## src/rtl/vqfl_pkg.sv

```systemverilog
`timescale 1ns / 1ps

package vqfl_pkg;

  localparam int DESC_PER_QUEUE = 256;
  localparam int QUEUE_COUNT    = 2;
  localparam int MAX_ALLOC      = 16;

  localparam int IDX_W   = $clog2(DESC_PER_QUEUE);
  localparam int Q_W     = $clog2(QUEUE_COUNT);
  localparam int ADDR_W  = Q_W + IDX_W;
  localparam int DEPTH   = QUEUE_COUNT * DESC_PER_QUEUE;
  localparam int TOT_W   = $clog2(DESC_PER_QUEUE + 1);
  localparam int CNT_W   = 5;

  typedef enum logic [1:0] {
    OP_ALLOC      = 2'd0,
    OP_SET_LINK   = 2'd1,
    OP_FREE_CHAIN = 2'd2,
    OP_NOP        = 2'd3
  } op_t;

  typedef enum logic [1:0] {
    STAT_OK         = 2'd0,
    STAT_NO_FREE    = 2'd1,
    STAT_WALK_BOUND = 2'd2
  } status_t;

  typedef struct packed {
    op_t        op;
    logic       queue_id;
    logic [4:0] count;
    logic [7:0] desc_id;
    logic [7:0] link_next;
    logic       link_valid;
  } in_item_t;

  typedef struct packed {
    status_t    status;
    logic [7:0] granted_index;
    logic [8:0] free_left;
    logic       last;
  } out_item_t;

  typedef struct packed {
    logic             has_next;
    logic [IDX_W-1:0] next;
  } link_t;

  typedef struct packed {
    logic              rd_en;
    logic              wr_en;
    logic [ADDR_W-1:0] addr;
    link_t             wr_data;
  } mem_req_t;

endpackage

```

## src/rtl/vqfl_out_reg.sv

```systemverilog
`timescale 1ns / 1ps

module vqfl_out_reg
  import vqfl_pkg::*;
(
  input  logic      clk,
  input  logic      rst_n,
  input  logic      push,
  input  out_item_t push_data,
  output logic      buf_ready,
  output logic      out_valid,
  input  logic      out_stall,
  output out_item_t out_data
);

  logic      out_valid_r;
  logic      out_valid_nxt;
  out_item_t out_data_r;

  assign buf_ready = !out_valid_r || !out_stall;

  always_comb begin
    out_valid_nxt = out_valid_r;
    if (push) begin
      out_valid_nxt = 1'b1;
    end else if (!out_stall) begin
      out_valid_nxt = 1'b0;
    end
  end

  always_ff @(posedge clk) begin
    if (!rst_n) begin
      out_valid_r <= 1'b0;
    end else begin
      out_valid_r <= out_valid_nxt;
    end
  end

  always_ff @(posedge clk) begin
    if (push) begin
      out_data_r <= push_data;
    end
  end

  assign out_valid = out_valid_r;
  assign out_data  = out_data_r;

endmodule

```

## config.mk

```make
export PLATFORM = sky130hd
export DESIGN_NAME = vqfl_out_reg
export DESIGN_NICKNAME = d
export VERILOG_FILES = /design/src/rtl/vqfl_pkg.sv /design/src/rtl/vqfl_out_reg.sv
export SDC_FILE = /design/constraint.sdc
export NUM_CORES = 1
export LEC_CHECK = 0
export BUFFER_PORTS_ARGS = -buffer_cell sky130_fd_sc_hd__buf_2
export CAP_MARGIN = 20
export CELL_PAD_IN_SITES_DETAIL_PLACEMENT = 1
export CELL_PAD_IN_SITES_GLOBAL_PLACEMENT = 1
export CORE_MARGIN = 1.5
export CORE_UTILIZATION = 30
export DETAILED_ROUTE_END_ITERATION = 10
export PLACE_DENSITY = 0.79
export SYNTH_ARGS = -nofsm -noshare
export SYNTH_HDL_FRONTEND = slang
export SYNTH_SLANG_ARGS = --single-unit
```

## constraint.sdc

```tcl
create_clock -name clk -period 1.6 [get_ports clk]
set_clock_uncertainty 0.2 [all_clocks]
set_input_delay 0.08 -clock clk [delete_from_list [all_inputs] [get_ports clk]]
set_output_delay 0.08 -clock clk [all_outputs]
set_load 0.05 [all_outputs]
```

== Yosys cells after proc, flatten, opt, wreduce, memory -nomap -nowiden ==
Cells that the tools add are included.

* Equality and inequality tests: 1
* Multiplexer cells: 2
* Reduce and logical (&&, ||, !) cells: 3

{| class="wikitable"
|+ Operators by type and width
! operator !! number
|-
| 1-bit zero test || 2
|-
| 1-bit two-way mux || 2
|-
| 2-bit inequality test, second input constant || 1
|-
| 1-bit logical OR || 1
|}

* Register bits after elaboration: 21
* Bits of input ports: 24
* Output and inout bits: 22
* Logic and storage cells: 11

== Longest topological paths before layout ==
* Depth in word-level cells: 2
* Mapped depth: 2
* Gate-level depth less buffers: 2

== Worst setup path after synthesis ==
OpenSTA, ideal clock, no wires.

* Path type: register to output
* Start point: register out_valid_r (netlist: out_valid)
* End point: output port buf_ready
* Arrival time: 1.060 ns
* Required time: 1.320 ns
* Slack: 0.260 ns
* Cell stages (with the launch flop): 2
* Path buffers: 0
* Cells stage by stage: dfxtp_1 > nand2_1

* Cells in the longest elaborated chain, start to end: 2

{| class="wikitable"
|+ Ends and longest elaborated chain
! element !! line !! source
|-
| from (decl) || vqfl_out_reg.sv:16 || <nowiki>logic out_valid_r;</nowiki>
|-
| from (signal assigned) || vqfl_out_reg.sv:35 || <nowiki>out_valid_r <= out_valid_nxt;</nowiki>
|-
| 1-bit zero test || vqfl_out_reg.sv:20 || <nowiki>assign buf_ready = !out_valid_r || !out_stall;</nowiki>
|-
| 1-bit logical OR || vqfl_out_reg.sv:20 ||
|-
| to (decl) || vqfl_out_reg.sv:10 || <nowiki>output logic buf_ready,</nowiki>
|}

No other way between the ends.

== Final worst setup path ==
* Start point: input port rst_n
* End point: register out_valid_r (netlist: out_valid)

{| class="wikitable"
|+ RTL lines
! element !! line !! source
|-
| from (decl) || vqfl_out_reg.sv:7 || <nowiki>input logic rst_n,</nowiki>
|}

No word-level cell between the ends.

==> summary.md <==
| Metric | Value |
|---|---|
| Wire per inst | 12.8 um |
| Number of synthesized register bits | 21 |
| Worst slack, placed | roughly 570 ps |
| HP Class | in2reg |
| Largest net degree at the start of global routing | 22 |
| Crit Reg-Reg Startpoint | out_valid$_SDFFE_PN0P_ |
| Crit-path max FO | 1 |
| Vias/cell | between 4 and 5 |
| Final hold vios | 0 |
| First-pass GRT wire length | roughly 2500 um |
| CTS root buffer | clkbuf_4 |
| Clock Latency Late Sink | 280 ps |
| Fin crit share | between 80% and 90% |
| Most frequent cells in the layout | buf_2, dlygate4sd3_1, edfxtp_1, clkbuf_4 |
| Finished Core Util | 57.6% |
| Crit-path slowest cell | dlygate4sd3_1 |
| Most used cell, CP | dlygate4sd3_1 |
| CTS tree | done |
| Core ar. | between 1500 and 2000 sq um |
| Num CTS Buffers | 3 |
| Critical path, cell by cell | dlygate4sd3_1 > buf_2 > nor2b_1 > dlygate4sd3_1 |
| Initial antenna violation count | 0 |
| Sequential-to-total area share from yosys stat | 97.6% |
| WP data arrival | 1380 ps |
| Slew HR | just over 70% |
| FP Rows | 16 |
| Post-route DRC violation count | 0 |
| Pre-Repair DR Iteration Count | 4 |
| Worst-path clk slew | between 100 and 150 ps |
| Sw power | approximately 0.35 mW |
| Design area | between 1000 and 1500 sq um |
| Crit path time final | 1390 ps |
| Synth unique cells | 5 |
| Sequential share of power | between 50% and 60% |
| Hold Startpoint | push |
| Leakage power | between 0.4 and 0.5 nW |
| Dpl cell area | between 800 and 900 sq um |
| Die height | slightly below 50 um |
| Slew Viols, Final | 0 |
| Antenna diode count | 0 |
| Ports | 46 |
| All-Layer GR Usage | 14.3% |
| Seq. cell area | slightly above 600 sq um |
| Vias post-DR | 500 |
| Gate power share | a little under a quarter |
| CTS H-tree lvls | 1 |
| Pwr per Cell Area | 1030 nW/um^2 |
| R2r endpoint | out_valid$_SDFFE_PN0P_ |
| Starting DRC count in detailed routing | 2 |
| Finish-stage setup viols | 0 |
| Starting Density | about a third |
| Crit path to | out_valid$_SDFFE_PN0P_ |
| Commonest non-fill, non-tap cell in the layout | buf_2 |
| Slowest stage delay, CP | between 500 and 600 ps |
| Die Footprint | between 2000 and 2500 sq um |
| Multi-input gate area | 15.0 sq um |
| Slew @ Worst Pin | 435 ps |
| Setup crit start | rst_n |
| Status | finished clean |
| Critical path class | in2reg |
| Critical path launch point type | input port |
| Data required, critical path | 1580 ps |
| Switching share of total power | 29.7% |
| RSZ-0062 raised after global routing | no |
| Synth Area per Inst | 26.5 sq um |
| Worst Slack Setup Final | roughly 200 ps |
| Post-synth net total | 48 |
| IR drop worst, VDD | slightly above 500 uV |
| Cells on worst reg2reg path | 3 |
| Pwr Total | 1.17 mW |
| FF-to-FF setup slack | between 200 and 250 ps |
| Fillers | approximately 220 |
| Final wirelength | around 1600 um |
| Synth Instances | 24 |
| CTS Buffer Depth | 2 |
| Final nets | between 100 and 150 |
| Element type at the critical path end | flip-flop |
| Synth warn | 0 |
| Port bufs | 45 |
| Number of nets still failing antenna checks after routing | 0 |
| Number of max-cap violations | 0 |
| CTS sink cnt | 21 |
| Synthesized area | approximately 640 sq um |
| Grt ovf | 0 |
| Setup TNS | 0 ps |
| Maximum clock rate | around 720 MHz |
| Vias in the first global route | ~570 |
| Clock share of power | approximately 20% |
| Placer Congestion | around 0.62 |
| Layout area overhead | 79.7% |
| Die X | between 40 and 50 um |
| Internal Power | ~0.83 mW |
| Fraction of layout cells with a size suffix above 1 | 51.6% |
[worst max-delay path, delay by kind of cell]
kind / cells / cell delay (ps)
and+or+nand+nor: 1 / 110
buffers and inverters: 3 / 1190
[worst min path at each step]
| stage | to | slack [ps] | cells past startpoint |
|---|---|---|---|
| CTS | out_data[7]$_DFFE_PP_ | 40 | 1 |
| floorplan | out_data[0]$_DFFE_PP_ | -20 | 0 |
| finish | out_data[7]$_DFFE_PP_ | 50 | 1 |
| detailed placement | out_data[4]$_DFFE_PP_ | 60 | 1 |
| global route | out_data[15]$_DFFE_PP_ | 40 | 1 |
| global placement | out_data[7]$_DFFE_PP_ | 60 | 1 |
[synth_stat cells]
cell	count	area share, %
edfxtp_1	20	94
a21oi_1	1	0.79
dfxtp_1	1	3.1
nand2_1	1	0.59
nor2b_1	1	0.98
[kinds of logic after synthesis]
logic type	after synthesis	share of synthesized area, %
flops	21	97.6
simple gates	2	1.57
compound gates	1	0.787
[layer usage]
| metal | GRT usage [%] | wire (um) | vias up | share of wire, % |
|---|---|---|---|---|
| met5 | 0 | 0 | - | 0 |
| met4 | 5.71 | 19 | 0 | 1.2 |
| met3 | 3.07 | 56 | 2 | 3.6 |
| met2 | 29.0 | 979 | 18 | 63 |
| met1 | 13.5 | 501 | 244 | 32 |
| li1 | - | - | 236 | - |
[registers in the layout, indices dropped and copies added, names as in the netlist]
signal / cells
out_data: 20
out_valid: 1
[cell type report]
cell class	count	share of cell area (%)
Tap cell	27	2.96
Multi-Input combinational cell	3	1.31
Timing Repair Buffer	67	39.0
Clock inverter	1	0.438
Sequential cell	21	54.3
Clock buffer	3	1.97
[through the flow]
stage               hold WS (ps)  cells
detailed placement          58.7     96
CTS                         41.6    122
floorplan                  -21.1     24
global route                45.0    122
global placement            58.3     96
finish                      51.6    122
[power groups by stage]
stage | clock [mW] | combinational, mW | sequential [mW]
CTS | 0.255 | 0.278 | 0.660
global route | 0.269 | 0.289 | 0.664
floorplan | 0 | 0.00648 | 0.825
global placement | 0 | 0.233 | 0.671
detailed placement | 0 | 0.236 | 0.673
finish | 0.236 | 0.278 | 0.659
[what timing repair did]
item	in CTS	in global routing
endpoints found under the hold margin	21	0
resized for setup	0	0
setup buffers	0	0
hold buffers	22	0
No activity file was read; power rests on OpenSTA's default activity.
