<file path="config.mk">
export PLATFORM = sky130hd
export DESIGN_NAME = vqfl_ctrl
export DESIGN_NICKNAME = d
export VERILOG_FILES = /design/src/rtl/vqfl_pkg.sv /design/src/rtl/vqfl_ctrl.sv
export SDC_FILE = /design/constraint.sdc
export NUM_CORES = 1
export LEC_CHECK = 0
export BUFFER_PORTS_ARGS = -buffer_cell sky130_fd_sc_hd__buf_2
export CAP_MARGIN = 20
export CORE_UTILIZATION = 35
export CTS_BUF_LIST = sky130_fd_sc_hd__clkbuf_8
export DETAILED_ROUTE_END_ITERATION = 6
export GPL_TIMING_DRIVEN = 0
export SLEW_MARGIN = 20
export SYNTH_ARGS = -nofsm -noshare
export SYNTH_HDL_FRONTEND = slang
export SYNTH_SLANG_ARGS = --single-unit
export TNS_END_PERCENT = 10
</file>
<file path="constraint.sdc">
create_clock -name clk -period 3.4 [get_ports clk]
set_clock_uncertainty 0.2 [all_clocks]
set_input_delay 0.34 -clock clk [delete_from_list [all_inputs] [get_ports clk]]
set_output_delay 0.34 -clock clk [all_outputs]
set_load 0.01 [all_outputs]
</file>
<file path="src/rtl/vqfl_pkg.sv">
`timescale 1ns / 1ps

package vqfl_pkg;

  localparam int DESC_PER_QUEUE = 256;
  localparam int QUEUE_COUNT    = 2;
  localparam int MAX_ALLOC      = 16;

  localparam int IDX_W   = $clog2(DESC_PER_QUEUE);
  localparam int Q_W     = $clog2(QUEUE_COUNT);
  localparam int ADDR_W  = Q_W + IDX_W;
  localparam int DEPTH   = QUEUE_COUNT * DESC_PER_QUEUE;
  localparam int TOT_W   = $clog2(DESC_PER_QUEUE + 1);
  localparam int CNT_W   = 5;

  typedef enum logic [1:0] {
    OP_ALLOC      = 2'd0,
    OP_SET_LINK   = 2'd1,
    OP_FREE_CHAIN = 2'd2,
    OP_NOP        = 2'd3
  } op_t;

  typedef enum logic [1:0] {
    STAT_OK         = 2'd0,
    STAT_NO_FREE    = 2'd1,
    STAT_WALK_BOUND = 2'd2
  } status_t;

  typedef struct packed {
    op_t        op;
    logic       queue_id;
    logic [4:0] count;
    logic [7:0] desc_id;
    logic [7:0] link_next;
    logic       link_valid;
  } in_item_t;

  typedef struct packed {
    status_t    status;
    logic [7:0] granted_index;
    logic [8:0] free_left;
    logic       last;
  } out_item_t;

  typedef struct packed {
    logic             has_next;
    logic [IDX_W-1:0] next;
  } link_t;

  typedef struct packed {
    logic              rd_en;
    logic              wr_en;
    logic [ADDR_W-1:0] addr;
    link_t             wr_data;
  } mem_req_t;

endpackage

</file>
<file path="src/rtl/vqfl_ctrl.sv">
`timescale 1ns / 1ps

module vqfl_ctrl
  import vqfl_pkg::*;
(
  input  logic      clk,
  input  logic      rst_n,
  input  logic      in_valid,
  output logic      in_stall,
  input  in_item_t  in_data,
  output mem_req_t  mem_req,
  input  link_t     rd_data,
  input  logic      buf_ready,
  output logic      push,
  output out_item_t res
);

  typedef enum logic [4:0] {
    ST_CLEAR    = 5'b00001,
    ST_IDLE     = 5'b00010,
    ST_DISPATCH = 5'b00100,
    ST_POP      = 5'b01000,
    ST_WALK     = 5'b10000
  } state_t;

  state_t            state_r, state_nxt;
  logic [ADDR_W-1:0] clr_r, clr_nxt;
  in_item_t          item_r, item_nxt;
  logic [IDX_W-1:0]  tail_r, tail_nxt;
  logic [IDX_W-1:0]  links_r, links_nxt;
  logic [CNT_W-1:0]  popped_r, popped_nxt;
  logic [IDX_W-1:0]  free_head_r [QUEUE_COUNT];
  logic [IDX_W-1:0]  free_head_nxt [QUEUE_COUNT];
  logic              head_valid_r [QUEUE_COUNT];
  logic              head_valid_nxt [QUEUE_COUNT];
  logic [TOT_W-1:0]  free_total_r [QUEUE_COUNT];
  logic [TOT_W-1:0]  free_total_nxt [QUEUE_COUNT];

  logic [Q_W-1:0]    q;
  logic [IDX_W-1:0]  id;
  logic [IDX_W-1:0]  cur_head;
  logic              cur_hv;
  logic [TOT_W-1:0]  cur_total;
  logic [TOT_W-1:0]  pop_total;
  logic [TOT_W:0]    chain_sum;
  logic [TOT_W-1:0]  chain_total;
  logic              alloc_fail;
  logic              pop_last;
  logic [IDX_W-1:0]  clr_j;
  link_t             clr_link;

  assign q         = Q_W'(item_r.queue_id);
  assign id        = item_r.desc_id[IDX_W-1:0];
  assign cur_head  = free_head_r[q];
  assign cur_hv    = head_valid_r[q];
  assign cur_total = free_total_r[q];
  assign pop_total = cur_total - TOT_W'(1);
  assign chain_sum = {1'b0, cur_total} + (TOT_W + 1)'(links_r) + (TOT_W + 1)'(1);
  assign chain_total = (chain_sum > (TOT_W + 1)'(DESC_PER_QUEUE)) ? TOT_W'(DESC_PER_QUEUE)
                                                                  : chain_sum[TOT_W-1:0];
  assign alloc_fail = (item_r.count == '0) || (item_r.count > CNT_W'(MAX_ALLOC)) ||
                      (cur_total < TOT_W'(item_r.count));
  assign pop_last  = (popped_r + CNT_W'(1)) == item_r.count;
  assign clr_j     = clr_r[IDX_W-1:0];
  assign clr_link.has_next = (clr_j != IDX_W'(DESC_PER_QUEUE - 1));
  assign clr_link.next     = (clr_j != IDX_W'(DESC_PER_QUEUE - 1)) ? clr_j + IDX_W'(1) : '0;

  assign in_stall = (state_r != ST_IDLE);

  always_comb begin
    state_nxt      = state_r;
    clr_nxt        = clr_r;
    item_nxt       = item_r;
    tail_nxt       = tail_r;
    links_nxt      = links_r;
    popped_nxt     = popped_r;
    free_head_nxt  = free_head_r;
    head_valid_nxt = head_valid_r;
    free_total_nxt = free_total_r;
    mem_req        = '0;
    push           = 1'b0;
    res            = '0;
    res.status     = STAT_OK;
    res.free_left  = cur_total;
    res.last       = 1'b1;

    unique case (state_r)
      ST_CLEAR: begin
        mem_req.wr_en   = 1'b1;
        mem_req.addr    = clr_r;
        mem_req.wr_data = clr_link;
        clr_nxt         = clr_r + ADDR_W'(1);
        if (clr_r == ADDR_W'(DEPTH - 1)) begin
          state_nxt = ST_IDLE;
        end
      end
      ST_IDLE: begin
        if (in_valid) begin
          item_nxt  = in_data;
          state_nxt = ST_DISPATCH;
        end
      end
      ST_DISPATCH: begin
        unique case (item_r.op)
          OP_ALLOC: begin
            if (alloc_fail) begin
              if (buf_ready) begin
                push       = 1'b1;
                res.status = STAT_NO_FREE;
                state_nxt  = ST_IDLE;
              end
            end else begin
              mem_req.rd_en = cur_hv;
              mem_req.addr  = {q, cur_head};
              popped_nxt    = '0;
              state_nxt     = ST_POP;
            end
          end
          OP_SET_LINK: begin
            if (buf_ready) begin
              mem_req.wr_en            = 1'b1;
              mem_req.addr             = {q, id};
              mem_req.wr_data.has_next = item_r.link_valid;
              mem_req.wr_data.next     = item_r.link_next[IDX_W-1:0];
              push                     = 1'b1;
              state_nxt                = ST_IDLE;
            end
          end
          OP_FREE_CHAIN: begin
            mem_req.rd_en = 1'b1;
            mem_req.addr  = {q, id};
            tail_nxt      = id;
            links_nxt     = '0;
            state_nxt     = ST_WALK;
          end
          default: begin
            if (buf_ready) begin
              push      = 1'b1;
              state_nxt = ST_IDLE;
            end
          end
        endcase
      end
      ST_POP: begin
        if (buf_ready) begin
          push = 1'b1;
          if (!cur_hv) begin
            free_total_nxt[q] = '0;
            res.status        = STAT_NO_FREE;
            res.free_left     = '0;
            state_nxt         = ST_IDLE;
          end else begin
            free_total_nxt[q] = pop_total;
            if (rd_data.has_next) begin
              free_head_nxt[q] = rd_data.next;
            end else begin
              head_valid_nxt[q] = 1'b0;
            end
            res.granted_index = 8'(cur_head);
            res.free_left     = pop_total;
            res.last          = pop_last;
            popped_nxt        = popped_r + CNT_W'(1);
            if (pop_last) begin
              state_nxt = ST_IDLE;
            end else begin
              mem_req.rd_en = rd_data.has_next;
              mem_req.addr  = {q, rd_data.next};
            end
          end
        end
      end
      ST_WALK: begin
        if (rd_data.has_next) begin
          if (links_r == IDX_W'(DESC_PER_QUEUE - 1)) begin
            if (buf_ready) begin
              push       = 1'b1;
              res.status = STAT_WALK_BOUND;
              state_nxt  = ST_IDLE;
            end
          end else begin
            links_nxt     = links_r + IDX_W'(1);
            tail_nxt      = rd_data.next;
            mem_req.rd_en = 1'b1;
            mem_req.addr  = {q, rd_data.next};
          end
        end else if (buf_ready) begin
          mem_req.wr_en            = cur_hv;
          mem_req.addr             = {q, tail_r};
          mem_req.wr_data.has_next = 1'b1;
          mem_req.wr_data.next     = cur_head;
          free_head_nxt[q]         = id;
          head_valid_nxt[q]        = 1'b1;
          free_total_nxt[q]        = chain_total;
          push                     = 1'b1;
          res.free_left            = chain_total;
          state_nxt                = ST_IDLE;
        end
      end
      default: begin
        state_nxt = ST_CLEAR;
      end
    endcase
  end

  always_ff @(posedge clk) begin
    if (!rst_n) begin
      state_r <= ST_CLEAR;
      clr_r   <= '0;
      for (int i = 0; i < QUEUE_COUNT; i++) begin
        free_head_r[i]  <= '0;
        head_valid_r[i] <= 1'b1;
        free_total_r[i] <= TOT_W'(DESC_PER_QUEUE);
      end
    end else begin
      state_r      <= state_nxt;
      clr_r        <= clr_nxt;
      free_head_r  <= free_head_nxt;
      head_valid_r <= head_valid_nxt;
      free_total_r <= free_total_nxt;
    end
  end

  always_ff @(posedge clk) begin
    item_r   <= item_nxt;
    tail_r   <= tail_nxt;
    links_r  <= links_nxt;
    popped_r <= popped_nxt;
  end

  a_push_needs_room: assert property (@(posedge clk) disable iff (!rst_n)
    push |-> buf_ready)
    else $error("result pushed while the output register is full");

  a_single_port: assert property (@(posedge clk) disable iff (!rst_n)
    !(mem_req.rd_en && mem_req.wr_en))
    else $error("link memory read and written in the same cycle");

  a_clear_blocks_input: assert property (@(posedge clk) disable iff (!rst_n)
    (state_r == ST_CLEAR) |-> (in_stall && !push))
    else $error("input taken or result given during the clearing pass");

  a_accept_dispatch: assert property (@(posedge clk) disable iff (!rst_n)
    (in_valid && !in_stall) |=> (state_r == ST_DISPATCH && in_stall))
    else $error("accepted item not dispatched");

  for (genvar g = 0; g < QUEUE_COUNT; g++) begin : g_total_chk
    a_total_bound: assert property (@(posedge clk) disable iff (!rst_n)
      free_total_r[g] <= TOT_W'(DESC_PER_QUEUE))
      else $error("free count above queue size");
  end

endmodule

</file>
* After elaboration in Yosys (flattened, before gate mapping)
Cells that the tools add are included.
** Word-level totals
- Bits in registers :: 96
- Output and inout port bits :: 42
** Operators by class
- Add/subtract/negate cells :: 7
- Order comparisons :: 5
- Equal/unequal tests :: 27
- Multiplexer cells :: 109
- Bitwise gates (word level) :: 6
- Reductions and logical operators :: 15
** Operators with widths (count)
- 2-to-1 mux 9 bit :: 16
- 2-to-1 mux 8 bit :: 13
- 2-to-1 mux 16 bit :: 5
- 2-to-1 mux 18 bit :: 4
- 2-to-1 mux 5 bit :: 13
- 2-to-1 mux 19 bit :: 3
- one-hot mux 9 bit (3 select lines) :: 2
- bitwise mux 18 bit :: 2
- one-hot mux 18 bit (2 select lines) :: 1
- one-hot mux 9 bit (4 select lines) :: 1
- bitwise mux 16 bit :: 2
- one-hot mux 16 bit (2 select lines) :: 1
- one-hot mux 8 bit (2 select lines) :: 2
- one-hot mux 5 bit (5 select lines) :: 1
- 2-to-1 mux 1 bit :: 22
- inequality test 2 bit (second input constant) :: 11
- one-hot mux 5 bit (2 select lines) :: 2
- bitwise AND 18 bit :: 1
- NOT 18 bit :: 1
- one-hot mux 9 bit (2 select lines) :: 1
- adder 8 x 1 -> 8 bit (second input constant) :: 2
- 2-to-1 mux 2 bit :: 8
- AND reduction 6 bit :: 2
- adder 10 x 1 -> 10 bit (second input constant) :: 1
- 42 further kinds :: 52

* Logic depth before layout (Yosys ltp)
Gate-level depths: netlist of run 1.
- Depth after elaboration :: 12
- Depth in mapped cells :: 13
- Depth with buffers taken out :: 10

* Worst setup path after synthesis of run 1
OpenSTA, ideal clock, no wires.
- Path kind :: register to output
- From :: register item_r, in the netlist q
- To :: output port res[3] in the netlist's numbering
- Data arrival time :: 3.149 ns
- Path slack :: -0.289 ns
- Cell stages (with the launch flop) :: 14
- Path buffers :: 3
- Cell sequence :: edfxtp_1 buf_6 buf_4 buf_2 mux2i_1 inv_1 ha_1 o21ai_0 a21oi_1 o211a_1 and3_1 o21a_1 a21oi_2 o41ai_1
** RTL lines
- start, declared :: line vqfl_ctrl.sv:28 : in_item_t item_r, item_nxt;
- start signal, assigned :: line vqfl_ctrl.sv:224 : item_r <= item_nxt;
- end, declared :: line vqfl_ctrl.sv:15 : output out_item_t res

==> results of run 1 <==
-- cell usage after synthesis (all sizes together) (3+ instances only) --
master,number
nand4,3
o41ai,6
nor3,24
or3,5
o211a,3
dfxtp,50
nor2,78
and2,8
mux2i,20
o21ai,41
nand2b,13
a22oi,15
a211oi,16
nand2,75
a21oi,41
nand3b,3
a41oi,4
inv,32
o31ai,5
xnor2,23
a221oi,4
and3,15
o21bai,4
a222oi,8
a221o,9
ha,17
clkbuf,16
o22ai,8
nand3,22
mux2,7
o211ai,9
edfxtp,46
buf,17
nor4,9
nor2b,6
a22o,3
or3b,3
nor3b,4
xor2,15
-- layer usage --
layer | part of all wire, % | vias up | track usage (%)
li1 | - | 2954 | -
met1 | 42 | 3080 | 31.6
met2 | 47 | 327 | 38.7
met3 | 9.0 | 50 | 6.38
met4 | 2.6 | 0 | 7.96
met5 | 0 | - | 0
-- worst min-delay path, delay by kind of cell --
family        cells  cell delay (ps)
simple gates      2              100
buf+inv           1              100
-- flip-flops by register name, indices dropped and copies added (netlist names), named ones only --
signal        cells
state_r           5
item_r           16
tail_r            8
clr_r             9
q                 1
free_head_r      16
id                8
free_total_r     18
links_r           8
popped_r          5
-- power breakdown --
group / internal, mW / switching, mW
Sequential: 1.23 / 0.0344
Combinational: 0.223 / 0.357
Clock: 0.418 / 0.452
-- stage by stage --
stage                     hold slack, ps  power, mW  std cells  TNS, ps  setup slack (ps)
after CTS                           29.0       2.72       1079    -6910              -580
after global placement               287       1.84       1018   -14230              -675
after floorplan                      239       1.63        715        0              23.5
after detailed placement             290       1.84       1018   -13180              -661
final                               57.8       2.72       1090    -7380              -459
after global routing                47.2       2.83       1090    -9940              -563
-- cell type report --
type | instances | area (um2)
fill | 1687 | 9220
sequential | 96 | 2380
timing repair buffer | 134 | 903
tap | 225 | 282
clock inverter | 7 | 95.1
inverter | 33 | 126
buffer | 33 | 195
clock buffer | 9 | 124
multi-input combinational | 553 | 4090
-- placed cells by master (no fill, tap or decap), types with 7 or more instances in the layout --
cell / instances
a211oi_1: 16
a21oi_1: 33
a221o_1: 9
a222oi_1: 8
a22oi_1: 15
and2_1: 7
and3_1: 12
buf_2: 85
buf_4: 31
clkbuf_1: 15
clkbuf_8: 9
dfxtp_1: 50
dlygate4sd3_1: 25
edfxtp_1: 46
ha_1: 7
ha_4: 9
inv_1: 28
mux2i_1: 12
nand2_1: 73
nand2b_1: 11
nand3_1: 22
nor2_1: 72
nor3_1: 18
nor4_1: 7
o211ai_1: 8
o21ai_0: 33
o22ai_1: 7
xnor2_1: 21
xor2_1: 14
-- worst max path at each step --
stage,slack (ps),start,endpoint
floorplan,20,q,res[4]
global route,-560,q,res[3]
global placement,-680,q,res[3]
detailed placement,-660,q,res[3]
finish,-460,q,res[1]
CTS,-580,q,res[3]
-- what timing repair did --
action	CTS	global route
hold buffers	25	0
hold endpoints to repair	25	0
gates cloned	0	0
setup endpoints to repair	44	41
setup buffers	21	11
pin swaps	25	17
gates resized for setup	65	29
-- logic make-up (layout without fill, tap and decap cells) --
family | count (synthesis) | count (layout) | synth area share [%]
xor gates and xnor gates | 38 | 38 | 5.29
and+or+nand+nor | 272 | 272 | 21.8
AOI/OAI and AO/OA | 198 | 198 | 22.3
buffers and inverters | 66 | 216 | 4.46
DFF | 96 | 96 | 37.9
adders and majority gates | 18 | 18 | 3.70
muxes | 27 | 27 | 4.61
==> run_results.csv, run 1 <==
group,metric,value,unit
cts,cts.sinks,96,
cts,cts_inserted_buffers,9,
placement,port-buffer-count,78,
logic_synthesis,yosys_most_used_dff,"dfxtp_1",
logic_synthesis,ys_seq_elements,96,
setup_path,reg2reg_slack,-270,ps
route,routedWlPerCell,20.0,um
setup_path,r2r-start,"q",
outcome,failed_checks,"DRC, setup timing",
setup_path,arrival,3320,ps
outcome,status,"finished, violations left",
route,num_vias,6411,
setup_path,crit_type,"register to output port",
hold_path,hold_path_end,"tail_r[7]",
logic_synthesis,synth_warnings,0,
logic_synthesis,syn_avg_cell_area,8.80,um2
global_route,grt_antenna_before_repair,0,
cts,cts_max_path_buffers,2,
setup_path,cp_num_buf_inv,5,
cts,clock_latency,390,ps
logic_synthesis,synth_seq_area_share,37.9,%
pwr,power.density,332,nW/um2
logic_synthesis,synth.top_cell.area_share,22.0,%
pwr,p_leak,3.27,nW
global_route,grt_max_degree,26,
setup_path,crit_top_cell,"buf_12",
logic_synthesis,synthCells,715,
logic_synthesis,synthDistinctLibCells,82,
cts,htreeDepth,3,
sta,fin_crit_sh,113,%
route,route.detailed.drc,2,
sta,fin_crit,3860,ps
placement,placed_area,7010,um2
setup_path,crit_required,2860,ps
floorplanning,initial_core_util,36.1,%
floorplanning,fp.dieW,136,um
hold_path,min_from,"rd_data[7]",
setup_path,cp_top_family,"compound AO/OA/AOI/OAI gates",
floorplanning,core,17400,um2
logic_synthesis,yosys.area.top_type,"edfxtp_1",
logic_synthesis,synth.area.top_cells,"edfxtp_1, dfxtp_1, nor2_1",
sta,rsz0062_at_grt,"true",
sta,worstMarginPinSlew,915,ps
route,totalWireLength,21.8,mm
setup_path,cp-end-kind,"output port",
setup_path,cp_max_fo,7,
global_route,overflow,0,
global_route,grt_pass1_wl,33.8,mm
cts,path_clk_slew,100,ps
sta,setup_viol,26,
setup_path,critical_path_depth,14,
sta,hold_viol,0,
cells_and_area,final_util,47.1,%
logic_synthesis,synthArstFlopShare,0,%
cells_and_area,area_delta_synth_final,30.3,%
setup_path,slowest_delay,420,ps
logic_synthesis,syn_nets,771,
sta,postLayoutSetupSlackWorst,-459,ps
route,dr.pass1.iters,7,
placement,gp_congestion,0.896,
cells_and_area,stdcell_area,8200,um2
global_route,grt.total_usage,24.3,%
route,drt-initial-drc-count,717,
floorplanning,die-area,18500,um2
route,drtAntennaViolNets,0,
setup_path,reg2regPathDepth,15,
cells_and_area,drive_gt1_share,26.7,%
pwr,vdd_drop_max,0.360,mV
route,routed_via_density,5.88,
setup_path,r2r_end,"free_total_r[13]",
cts,cts_tree,"yes",
hold_path,hp-class,"input port to register",
logic_synthesis,syn-cell-area,6290,um2
floorplanning,ios,80,
floorplanning,die_h,136,um
setup_path,cp-start-kind,"register",
cts,cts-root-buf,"clkbuf_8",
floorplanning,fp-row-count,48,
sta,max_freq,259,MHz
sta,relSlewSlack,38.8,%
placement,hpwl,15.4,mm
run,cap_viol_max_count,0,
hold_path,hold_path_depth,3,
logic_synthesis,synth-edff-count,46,
global_route,grt_pass1_vias,6020,
cells_and_area,nets,916,
setup_path,worstPathCellList,"buf_8 > buf_12 > buf_12 > mux2i_4 > inv_4 > ha_4 > o21ai_0 > a21oi_2 > o22ai_2 > xnor2_2 > nor3_4 > a21oi_4 > o31ai_2 > buf_2",
setup_path,cp_slowest_cell,"edfxtp_1",
cells_and_area,diodes,0,
sta,maxSlewViolCount,0,
Note: power is estimated with default switching activity, not from simulation.
==> run 2, diff against run 1 <==
Settings changed: ABC_AREA set to 1, PLACE_DENSITY set to 0.55.
==> run 2 against run 1 <==
Effect of this change:
- the run ends with setup timing left
- clock power up 2.6%
- synthesized area is 2.8% higher
- cell count rose by 18%
- combinational power down 57%
- register-to-register slack improved by 500 ps
- total power is 13% lower
- clock-buffer cell count unchanged
- routed wire length shrank 1.9%
- die area is 2.7% higher
- critical endpoint is now res[5]
==> run_results.csv, run 2 <==
group,metric,value,unit
outcome,status,"finished, violations left",
outcome,failed_checks,"setup timing",
sta,worstMarginPinSlew,792,ps
setup_path,cp_max_fo,5,
logic_synthesis,synthDistinctLibCells,46,
setup_path,cp_top_family,"simple AND/OR/NAND/NOR gates",
cts,path_clk_slew,120,ps
sta,relSlewSlack,47.1,%
setup_path,crit_required,2860,ps
sta,postLayoutSetupSlackWorst,-213,ps
setup_path,crit_top_cell,"nand2_1",
cts,cts-root-buf,"clkbuf_8",
route,num_vias,6710,
sta,rsz0062_at_grt,"true",
setup_path,cp-end-kind,"output port",
cells_and_area,final_util,44.6,%
sta,fin_crit,3610,ps
logic_synthesis,ys_seq_elements,96,
cells_and_area,n_fill_cell,1932,
logic_synthesis,synth_commonest_cells,"nand2_1, inv_1, a21oi_1",
global_route,grt_max_degree,26,
placement,port-buffer-count,78,
cells_and_area,final_cell_mix,"nand2_1, inv_1, buf_2",
route,drt-initial-drc-count,499,
hold_path,hp-class,"input port to register",
logic_synthesis,synth.area.top_cells,"edfxtp_1, dfxtp_1, nand2_1",
logic_synthesis,synth_most_common_cell,"nand2_1",
logic_synthesis,yosys_most_used_dff,"dfxtp_1",
route,route.detailed.drc,0,
sta,max_freq,277,MHz
route,routedWlPerCell,16.6,um
setup_path,worstPathCellList,"buf_6 > nand2_4 > nand2_4 > ha_4 > fa_2 > nand2_1 > a21oi_1 > nand3_1 > nor2_1 > nand4_1 > nand2_2 > buf_6 > nand3_1 > nand2_1 > nand2_1 > nand2_1 > buf_2",
pwr,p_leak,3.54,nW
cts,cts_tree,"yes",
logic_synthesis,syn_avg_cell_area,6.99,um2
floorplanning,die_h,138,um
cells_and_area,area_delta_synth_final,24.2,%
cts,clock_latency,410,ps
sta,hold_viol,0,
setup_path,slowest_delay,560,ps
cells_and_area,drive_gt1_share,19.4,%
cts,cts.sinks,96,
cells_and_area,diodes,0,
pwr,power.density,296,nW/um2
floorplanning,ios,80,
setup_path,cp_slowest_cell,"edfxtp_1",
global_route,grt_antenna_before_repair,0,
logic_synthesis,synth-edff-count,46,
cells_and_area,regArea,2380,um2
placement,pre_cts_ws,-701,ps
cells_and_area,final_common_cell,"nand2_1",
floorplanning,fp.dieW,138,um
logic_synthesis,syn-cell-area,6470,um2
floorplanning,core,18000,um2
route,dr.pass1.iters,5,
logic_synthesis,synth.top_cell.area_share,21.4,%
setup_path,arrival,3070,ps
pwr,vdd_drop_max,0.197,mV
run,cap_viol_max_count,0,
sta,fin_crit_sh,106,%
cells_and_area,top_regs,"free_total_r: 18 flops, free_head_r: 16 flops, item_r: 16 flops",
route,drtAntennaViolNets,0,
sta,setup_viol,9,
floorplanning,initial_core_util,35.9,%
floorplanning,fp-row-count,49,
setup_path,crit_type,"register to output port",
floorplanning,die-area,19000,um2
logic_synthesis,synthArstFlopShare,0,%
global_route,overflow,0,
logic_synthesis,synth_seq_area_share,36.8,%
global_route,grt_pass1_vias,6272,
logic_synthesis,synth_warnings,0,
route,routed_via_density,5.21,
global_route,grt_pass1_wl,33.6,mm
placement,hpwl,16.1,mm
cells_and_area,nets,1111,
cts,cts_max_path_buffers,2,
global_route,grt.total_usage,23.5,%
cts,htreeDepth,3,
placement,gp_congestion,0.916,
cells_and_area,max_flop_register,"free_total_r",
cts,cts_inserted_buffers,9,
cells_and_area,multiInputGateArea,3710,um2
route,totalWireLength,21.4,mm
setup_path,cp_num_buf_inv,3,
logic_synthesis,synthCells,925,
cells_and_area,largest_reg_flops,18,
setup_path,cp-start-kind,"register",
logic_synthesis,yosys.area.top_type,"edfxtp_1",
logic_synthesis,syn_nets,981,
sta,maxSlewViolCount,0,
==> run 2: changes by cell type after synthesis, sizes merged, moves of 22 or more <==
cell   before  now
nand2      75  251
inv        32  121
a21oi      41   90
o21ai      41   83
nand3      22   60
nand4       3   31
xnor2      23    1
==> run 2: per-stage QoR <==
step	hold WS [ps]	setup TNS (ps)	cell area [um2]	instances	power, mW
floorplan	239	0	6470	925	1.39
finish	56.9	-1550	8030	1289	2.37
global route	67.4	-3830	8030	1289	2.47
CTS	40.1	-1970	7930	1284	2.39
global placement	252	-9230	7140	1232	1.48
detailed placement	259	-9980	7150	1232	1.48
==> run 2: report_power, final <==
| part | switching, mW | total, mW | internal, mW | leakage [nW] |
|---|---|---|---|---|
| registers | 0.0154 | 1.23 | 1.22 | 0.839 |
| clock network | 0.467 | 0.892 | 0.425 | 0.118 |
| logic | 0.142 | 0.248 | 0.106 | 2.59 |
==> run 2: cell families (layout without fill, tap and decap cells) <==
logic type / after synthesis / count (layout) / share of synthesized area [%]
adder cells (fa/ha/maj): 18 / 18 / 3.60
flip-flops: 96 / 96 / 36.8
AND/OR/NAND/NOR: 435 / 435 / 29.6
multiplexers: 9 / 9 / 1.39
XOR/XNOR: 11 / 11 / 1.49
buffers and inverters: 154 / 289 / 9.69
AO/OA/AOI/OAI: 202 / 202 / 17.3
==> run 2: worst reg2reg max path, delay by kind of cell, from the launching register on <==
kind            cells  cell delay (ps)
buf+inv             4              660
simple gates        8              740
flops               1              560
fa+ha+maj           2              690
compound gates      2              260
==> run 2: area by class of cell <==
type | instances | share of cell area, %
Multi-Input combinational cell | 675 | 46.1
Sequential cell | 96 | 29.7
Timing Repair Buffer | 119 | 9.64
Inverter | 123 | 5.90
Tap cell | 229 | 3.57
Buffer | 31 | 2.24
Clock buffer | 9 | 1.54
Clock inverter | 7 | 1.32
==> run 2: final timing paths <==
path                            cells after the start      from               to  slack [ps]
worst max-delay path                               17         q           res[5]        -210
worst min-delay path                                4  in_valid       state_r[1]          60
worst max register to register                     16         q  free_total_r[6]         230
worst min register to register                      2  clr_r[6]         clr_r[6]         280
==> run 2: what timing repair did <==
item / CTS / global route
resized for setup: 46 / 25
cloned: 1 / 0
hold buffers: 25 / 0
pin swaps: 6 / 4
hold endpoints to repair: 25 / 0
endpoints found under the setup margin: 39 / 25
setup buffers: 10 / 5
==> run 2: per-layer routing <==
| layer | vias up | track usage, % | routed length [um] |
|---|---|---|---|
| li1 | 3369 | - | - |
| met5 | - | 0 | 0 |
| met1 | 3084 | 31.0 | 9830 |
| met2 | 219 | 39.3 | 9940 |
| met3 | 38 | 3.14 | 1080 |
| met4 | 0 | 7.97 | 532 |
==> run 3, diff against run 2 <==
Settings changed: SETUP_SLACK_MARGIN set to 0.15.
==> run 3 against run 2 <==
Effect of this change:
- the run still ends with setup timing left
- worst hold slack worse by 12 ps
- utilization rose by 0.16 points
- register-to-register slack improved by 50 ps
- total power barely moved
- flip-flop and latch count unchanged
- sequential power about the same
- worst setup slack got worse by 20 ps
- combinational power barely moved
- non-clock buffer count is the same
- clock-buffer cell count did not move
- largest power group unchanged
==> run_results.csv, run 3 (synthesized netlist as in run 2, its figures left out) <==
group,metric,value,unit
sta,max_freq,275,MHz
pwr,vdd_drop_max,0.196,mV
cts,cts_tree,"yes",
placement,port-buffer-count,78,
sta,setup_tns,-1780,ps
cells_and_area,final_common_cell,"nand2_1",
floorplanning,initial_core_util,35.9,%
sta,worstMarginPinSlew,785,ps
route,route.detailed.drc,0,
sta,relSlewSlack,47.6,%
pwr,p_total,2.38,mW
cells_and_area,drive_gt1_share,19.8,%
pwr,power.density,295,nW/um2
sta,hold_slack,44.4,ps
sta,rsz0062_at_grt,"true",
cts,cts.sinks,96,
placement,gp_congestion,0.916,
placement,placed_area,7150,um2
floorplanning,fp.dieW,138,um
cts,cts_inserted_buffers,9,
setup_path,crit_path_start,"q",
sta,fin_crit,3630,ps
cts,clock_latency,410,ps
sta,fin_crit_sh,107,%
route,drt-initial-drc-count,469,
hold_path,hp-class,"input port to register",
hold_path,hold_path_depth,4,
cells_and_area,largest_reg_flops,18,
setup_path,r2r-start,"q",
route,drtAntennaViolNets,0,
setup_path,reg2regPathDepth,15,
cells_and_area,diodes,0,
hold_path,hold_path_end,"state_r[1]",
global_route,grt_max_degree,26,
setup_path,arrival,3090,ps
cts,path_clk_slew,110,ps
floorplanning,core,18000,um2
floorplanning,die_h,138,um
sta,setup_viol,9,
placement,hpwl,16.1,mm
hold_path,min_from,"in_valid",
sta,hold_viol,0,
route,dr.pass1.iters,5,
setup_path,cp-start-kind,"register",
setup_path,cp_max_fo,6,
setup_path,crit_type,"register to output port",
setup_path,cp-end-kind,"output port",
pwr,p_leak,3.56,nW
cells_and_area,final_cell_mix,"nand2_1, inv_1, buf_2",
cells_and_area,area_delta_synth_final,24.7,%
global_route,overflow,0,
setup_path,r2r_end,"free_total_r[6]",
cells_and_area,n_fill_cell,1928,
cells_and_area,max_flop_register,"free_total_r",
route,totalWireLength,21.5,mm
route,routedWlPerCell,16.7,um
global_route,grt_antenna_before_repair,0,
cts,cts_max_path_buffers,2,
route,num_vias,6714,
sta,maxSlewViolCount,0,
outcome,status,"finished, violations left",
run,cap_viol_max_count,0,
setup_path,crit_required,2860,ps
route,routed_via_density,5.21,
cts,htreeDepth,3,
global_route,grt.total_usage,23.5,%
setup_path,reg2reg_slack,280,ps
floorplanning,die-area,19000,um2
global_route,grt_pass1_vias,6272,
cells_and_area,nets,1111,
sta,postLayoutSetupSlackWorst,-233,ps
floorplanning,fp-row-count,49,
cells_and_area,top_regs,"free_total_r: 18 flops, free_head_r: 16 flops, item_r: 16 flops",
cells_and_area,stdcell_area,8060,um2
cts,cts-root-buf,"clkbuf_8",
global_route,grt_pass1_wl,33.6,mm
floorplanning,ios,80,
outcome,failed_checks,"setup timing",
run 3: cell types whose count changed in the layout (fill, tap and decap cells not counted), sizes merged:
cell / previous run / this run
buf: 110 / 111
clkbuf: 24 / 23
run 3: final cells by class:
| type | instances | area, um2 | share of cell area [%] |
|---|---|---|---|
| well taps | 229 | 287 | 3.55 |
| repair buffers | 119 | 774 | 9.61 |
| multi-input cells | 675 | 3720 | 46.2 |
| flip-flops and latches | 96 | 2380 | 29.5 |
| inverters | 123 | 474 | 5.88 |
| plain buffers | 31 | 190 | 2.36 |
| clock buffers | 9 | 124 | 1.54 |
| clock inverters | 7 | 106 | 1.32 |
run 3: worst max path at each step:
stage / depth (start not counted) / slack [ps] / endpoint
2_1_floorplan: 18 / 240 / res[5]
3_3_place_gp: 19 / -680 / res[5]
3_5_place_dp: 19 / -700 / res[5]
4_1_cts: 17 / -240 / res[5]
5_1_grt: 17 / -410 / res[8]
6_report: 16 / -230 / res[5]
run 3: critical path: stages (launching register included):
cell      delay (ps)
edfxtp_1         580
buf_6            220
o21ai_4          210
inv_4             80
fa_2             550
nand2_1           50
a21oi_1          110
nand3_1           90
nor2_1            80
nand4_1          100
nand2_2          110
buf_6            120
nand3_1           60
nand2_1           60
nand2_1           50
nand2_1           80
buf_2            130
run 3: stage by stage:
stage,std cells,setup slack (ps),util (%)
3_3_place_gp,1232,-680,39.6
3_5_place_dp,1232,-701,39.7
5_1_grt,1289,-406,44.7
6_report,1289,-233,44.7
4_1_cts,1284,-243,44.0
2_1_floorplan,925,239,-
run 3: power by group:
part / internal (mW) / switching [mW] / total, mW
registers: 1.22 / 0.0156 / 1.23
clock network: 0.425 / 0.468 / 0.893
logic: 0.106 / 0.143 / 0.249
run 3: metal layers:
layer / GRT usage [%] / wire length [um]
met3: 3.14 / 1090
met5: 0 / 0
met4: 7.97 / 547
met1: 31.0 / 9880
met2: 39.3 / 9980
run 3: timing repair:
item	4_1_cts	5_1_grt
pin swaps	7	6
setup buffers	10	5
cloned	1	0
endpoints found under the hold margin	25	0
setup endpoints to repair	39	39
resized for setup	46	34
hold buffers	25	0
